### src/hdl/triangle_normal_centroid_unit_defines.svh
// Assertion macros for the triangle normal and centroid unit.
// Used by the top level; expects clk and rst_n in scope.
`ifndef TRIANGLE_NORMAL_CENTROID_UNIT_DEFINES_SVH
`define TRIANGLE_NORMAL_CENTROID_UNIT_DEFINES_SVH

// same-cycle implication
`define TNC_ASSERT_NOW(lbl, ant, cons) \
    lbl: assert property (@(posedge clk) disable iff (!rst_n) (ant) |-> (cons)) \
        else $error("triangle unit check failed");

// next-cycle implication
`define TNC_ASSERT_NEXT(lbl, ant, cons) \
    lbl: assert property (@(posedge clk) disable iff (!rst_n) (ant) |=> (cons)) \
        else $error("triangle unit check failed");

`endif

### src/hdl/tnc_pkg.sv
// Shared widths, constants and carry types for the triangle unit.
// No dependencies.
package tnc_pkg;

    localparam int COORD_W   = 16;
    localparam int DIFF_W    = 17;
    localparam int SUM_W     = 18;
    localparam int PROD_W    = 34;
    localparam int CROSS_W   = 35;
    localparam int MAG_W     = 34;
    localparam int NORM_W    = 31;
    localparam int SQ_W      = 62;
    localparam int SSUM_W    = 64;
    localparam int LEN_W     = 32;
    localparam int QUO_W     = 16;
    localparam int NUM_W     = 48;
    localparam int CABS_W    = 17;
    localparam int CPROD_W   = 33;
    localparam int RECIP_SH  = 17;
    localparam int NORM_TOP  = 30;
    localparam int SQRT_ITER = 32;
    localparam int DIV_ITER  = 16;
    localparam int FRAC_SH   = 15;

    localparam int SQRT_STEPS_DEFAULT = 2;
    localparam int DIV_STEPS_DEFAULT  = 2;

    // ceil(2^17 / 3): exact floor(x / 3) for x < 2^17
    localparam logic [15:0] RECIP3 = 16'd43691;

    localparam logic [QUO_W-1:0] Q15_MAX = 16'd32767;
    localparam logic [QUO_W-1:0] Q15_ONE = 16'd32768;

    typedef struct packed {
        logic [2:0]                 neg;
        logic                       degen;
        logic [2:0][COORD_W-1:0]    cent;
    } side_t;

    typedef struct packed {
        side_t                      side;
        logic [2:0][NORM_W-1:0]     mag;
    } carry_t;

endpackage

### src/hdl/tnc_sqrt.sv
// Pipelined bitwise integer square root, a few result bits per stage.
// Depends on tnc_pkg.
module tnc_sqrt #(
    parameter int STEPS = tnc_pkg::SQRT_STEPS_DEFAULT
) (
    input  logic                        clk,
    input  logic                        rst_n,
    input  logic                        en,
    input  logic                        vld_in,
    input  logic [tnc_pkg::SSUM_W-1:0]  ssum,
    input  tnc_pkg::carry_t             carry_in,
    output logic                        vld_out,
    output logic [tnc_pkg::LEN_W-1:0]   len,
    output tnc_pkg::carry_t             carry_out
);

    localparam int TW   = tnc_pkg::SSUM_W;
    localparam int NSTG = tnc_pkg::SQRT_ITER / STEPS;

    logic [NSTG-1:0]  vld_reg;
    logic [TW-1:0]    rem_reg [NSTG];
    logic [TW-1:0]    res_reg [NSTG];
    tnc_pkg::carry_t  carry_reg [NSTG];

    for (genvar g = 0; g < NSTG; g++)
    begin : g_stage
        logic [TW-1:0]   rem_in, res_in, rem_next, res_next, trial;
        tnc_pkg::carry_t c_in;

        if (g == 0)
        begin : g_first
            assign rem_in = ssum;
            assign res_in = '0;
            assign c_in   = carry_in;
        end
        else
        begin : g_rest
            assign rem_in = rem_reg[g-1];
            assign res_in = res_reg[g-1];
            assign c_in   = carry_reg[g-1];
        end

        always_comb
        begin
            rem_next = rem_in;
            res_next = res_in;
            trial    = '0;
            for (int j = 0; j < STEPS; j++)
            begin
                trial = res_next + (TW'(1) << (TW - 2 - 2 * (g * STEPS + j)));
                if (rem_next >= trial)
                begin
                    rem_next = rem_next - trial;
                    res_next = (res_next >> 1) + (TW'(1) << (TW - 2 - 2 * (g * STEPS + j)));
                end
                else
                begin
                    res_next = res_next >> 1;
                end
            end
        end

        always_ff @(posedge clk)
        begin
            if (en)
            begin
                rem_reg[g]   <= rem_next;
                res_reg[g]   <= res_next;
                carry_reg[g] <= c_in;
            end
        end
    end

    always_ff @(posedge clk or negedge rst_n)
    begin
        if (!rst_n)
        begin
            vld_reg <= '0;
        end
        else if (en)
        begin
            vld_reg <= {vld_reg[NSTG-2:0], vld_in};
        end
    end

    assign vld_out   = vld_reg[NSTG-1];
    assign len       = res_reg[NSTG-1][tnc_pkg::LEN_W-1:0];
    assign carry_out = carry_reg[NSTG-1];

endmodule

### config.mk
export PLATFORM = sky130hd
export DESIGN_NAME = tnc_sqrt
export DESIGN_NICKNAME = d
export VERILOG_FILES = /design/src/hdl/triangle_normal_centroid_unit_defines.svh /design/src/hdl/tnc_pkg.sv /design/src/hdl/tnc_sqrt.sv
export SDC_FILE = /design/constraint.sdc
export NUM_CORES = 2
export LEC_CHECK = 0
export ABC_CLOCK_PERIOD_IN_PS = 16750
export BUFFER_PORTS_ARGS = -buffer_cell sky130_fd_sc_hd__buf_4
export CORE_MARGIN = 2
export CORE_UTILIZATION = 45
export DETAILED_ROUTE_END_ITERATION = 10
export PLACE_DENSITY_LB_ADDON = 0.08
export SETUP_SLACK_MARGIN = 0.3
export SLEW_MARGIN = 25
export SYNTH_ARGS = -nofsm -noshare
export SYNTH_HDL_FRONTEND = slang
export SYNTH_MEMORY_MAX_BITS = 65536
export SYNTH_SLANG_ARGS = --single-unit
### constraint.sdc
create_clock -name clk -period 16.75 [get_ports clk]
set_input_delay 2.5125 -clock clk [delete_from_list [all_inputs] [get_ports clk]]
set_output_delay 2.5125 -clock clk [all_outputs]
set_load 0.01 [all_outputs]
==> run metrics <==
main combinational cell family by area after synthesis=simple AND/OR/NAND/NOR gates; number of global-route vias before repair=just under 90000; Syn Inst Count=11000; cell area after synthesis=around 0.16 mm²; x dimension of the die=591 µm; Top-Level Pins=391; post-synth net total=11800; # hold bufs at CTS=0; Worst Path Class, Setup=reg -> reg; arrival time at the worst endpoint=between 9 and 10 ns; drc violations=0; clock skew after layout=0.0785 ns; hold violation total from the final report=0; Critical Path Sink Type=flop; pwr/cell area=around 150 mW/mm²; vias per std cell=5.42; CTS tree=yes; GRT Resource Usage Total=0.190; crit path cell chain=inv_1, ha_1, nor2b_1, o21ai_0, a21oi_1, o21bai_1, a211o_1, nand3_2, inv_1, o31ai_1, ha_1, a21o_1, a21o_1, a211oi_1, nor2_1, a211o_1, o31ai_1, a311o_1, nand2_1, nor3_1, clkinv_1, nand2_1, nor4_1, xnor2_1; CP bufs+invs=3; deepest level of the CTS H-tree=5; count of max-cap constraint violations=0; core footprint=0.343 mm²; master of the slowest instance on the critical path=sky130_fd_sc_hd__inv_1; top flip-flop cell by instance count after synthesis=sky130_fd_sc_hd__edfxtp_1; outcome=completed; via count=roughly 90000; sum of negative setup slack=0 ns; fraction of post-synthesis cell area in the top cell type by area=0.687; register share of total power=0.435; internal power contribution=18400 µW; CTS sink cnt=3568; clock buffer count from CTS=about 370; compound-cell area share of the yosys netlist=0.0866; total of cells resized after clock tree synthesis=0; Ys Warns=0; post-synthesis sequential element count=between 3000 and 4000; Detailed Route WL=339000 µm; cells taking the most area after synthesis=sky130_fd_sc_hd__edfxtp_1 69%, sky130_fd_sc_hd__ha_1 4.6%, sky130_fd_sc_hd__xnor2_1 3.0%; Post-synth EDFFs=approximately 3600; starting density of the core=0.452; number of nets still failing antenna checks after routing=0; routed length per placed instance=between 20 and 25 µm; setup slack of the worst register-to-register path=8.08 ns; critical path's top delay family=compound AO/OA/AOI/OAI gates; Final Critical Period=~8.7 ns; synthesized area per cell=between 10 and 15 µm²; Leak=~0.063 µW; post-CTS setup buffers=0; # setup viols final=0; switching pwr=between 8000 and 9000 µW; maximum number of pins on one net before global-route repair=~200; Tightest Pin Transition=roughly 1.2 ns; clock root buffer master=sky130_fd_sc_hd__clkbuf_16; final cell area excluding filler cells=between 0.15 and 0.2 mm²; fraction of the cycle the final worst path needs=0.517; number of distinct library cells after synthesis=approximately 110; adder-cell share of the synthesized area=0.0462; max FFs per register=2320; die area=0.350 mm²; post-synthesis share of cell area spent on xor and xnor gates=0.0475; HPWL reported at the end of detailed placement=roughly 250000 µm; combinational share of power=0.264; setup repair after global routing missed its margin=no; Worst setup SP type=flop; relative slew slack=0.210; fin. max-slew vios=0; required time reported for the critical path endpoint=between 15 and 20 ns; Clk Latency, worst-skew pair=just over 0.9 ns; Final Wtd Congestion=just over 0.9; mux share of post-synthesis cell area=0.00728; dominant cell type by area after synthesis=sky130_fd_sc_hd__edfxtp_1; remaining global-route overflow=0; Placed Instance Area=0.163 mm²; post-synthesis sequential area ratio=0.689; 1st-iter DRT viols=about 6700; antenna violations before repair=3; worst IR drop on VDD=between 0.09 and 0.1 mV; maximum clock frequency=around 120 MHz; final-stage net count=roughly 12000; proportion of power drawn by the clock network=0.301; router iterations before antenna repair=6; DIE HEIGHT=between 500 and 600 µm; share of flip-flops with an asynchronous set or reset after synthesis=0.00448; synth-to-layout area growth=12.5%; simple logic cell fraction of the synthesized area=0.0978; buffer levels on the longest clock path=4; HP Class=reg -> reg; standard-cell row count=around 220; layout cells sized above 1=0.102; CP Max Fanout=25; CP max stage delay=between 0.8 and 0.9 ns; first-pass GRT wire length=518000 µm; switching portion of total power=0.312; clock input transition at the sequential cells of the worst setup and hold paths=around 0.06 ns; # port buffers=390
==> worst paths after layout <==
path,cells past startpoint,from,to
setup / recovery,24,res_reg[0][420],rem_reg[0][509]
hold / removal,0,carry_reg[0][239],carry_reg[0][384]
setup reg to reg,24,res_reg[0][420],rem_reg[0][509]
hold reg to reg,0,carry_reg[0][239],carry_reg[0][384]
max in group asynchronous,1,rst_n,vld_reg[10]
min in group asynchronous,1,rst_n,vld_reg[0]
==> cell usage in the layout (no fill, tap or decap), drive strengths merged, types with 74 or more instances in the layout <==
cell,instances
edfxtp,3552
nand2,764
nor2,656
a21oi,627
ha,573
xnor2,528
inv,501
o21ai,499
buf,465
clkbuf,442
xor2,312
nor4,258
a21o,256
nor3,251
nand3,217
clkinv,168
nand4,155
o21a,97
or3,88
nand2b,82
mux2,80
o31ai,76
nor2b,74
==> cell usage after synthesis, drive strengths merged, types with 207 or more instances <==
library cell	instances
inv	484
ha	573
xor2	312
edfxtp	3552
a21o	256
nor3	251
nand2	764
nand3	217
nor4	258
o21ai	499
buf	207
xnor2	528
a21oi	627
nor2	656
==> power groups by stage <==
stage          Sequential, µW  Combinational, µW  Clock, µW
6_report                11600               7040       8040
5_1_grt                 11700               7800       8640
4_1_cts                 11600               7000       8310
3_5_place_dp            11800               6950          0
2_1_floorplan           11500               5120          0
3_3_place_gp            11800               6900          0
==> cell families after synthesis <==
logic type / after synthesis
flip-flops: 3568
AO/OA/AOI/OAI: 2105
buffers and inverters: 874
multiplexers: 103
AND/OR/NAND/NOR: 2984
adder cells (fa/ha/maj): 573
XOR/XNOR: 840
==> through the flow <==
| stage | utilization | power (µW) | hold slack (ns) | cells | worst slack, ns |
|---|---|---|---|---|---|
| after floorplan | - | 16600 | 0.400 | 11000 | 10.12 |
| after global placement | 0.474 | 18700 | 0.400 | 15700 | 7.38 |
| after detailed placement | 0.474 | 18700 | 0.405 | 15700 | 8.12 |
| after CTS | 0.509 | 26900 | 0.391 | 16400 | 8.12 |
| after global routing | 0.509 | 28200 | 0.394 | 16400 | 7.56 |
| final | 0.509 | 26700 | 0.395 | 16400 | 8.08 |
==> area by class of cell <==
type	instances	area (µm²)
Tap cell	4557	5700
Fill cell	29000	169000
Antenna cell	3	7.51
Timing Repair Buffer	465	3730
Sequential cell	3568	107000
Clock inverter	230	2410
Multi-Input combinational cell	6605	44400
Inverter	487	1830
Clock buffer	442	9610
==> metal layers <==
| metal | up-vias | global-route usage | routed length, µm |
|---|---|---|---|
| met5 | - | 0 | 0 |
| met4 | 0 | 0.0739 | 13400 |
| met3 | 627 | 0.0210 | 13000 |
| met2 | 1971 | 0.320 | 163000 |
| met1 | 43300 | 0.252 | 149000 |
| li1 | 42800 | - | - |
(Power assumes the default switching activity.)
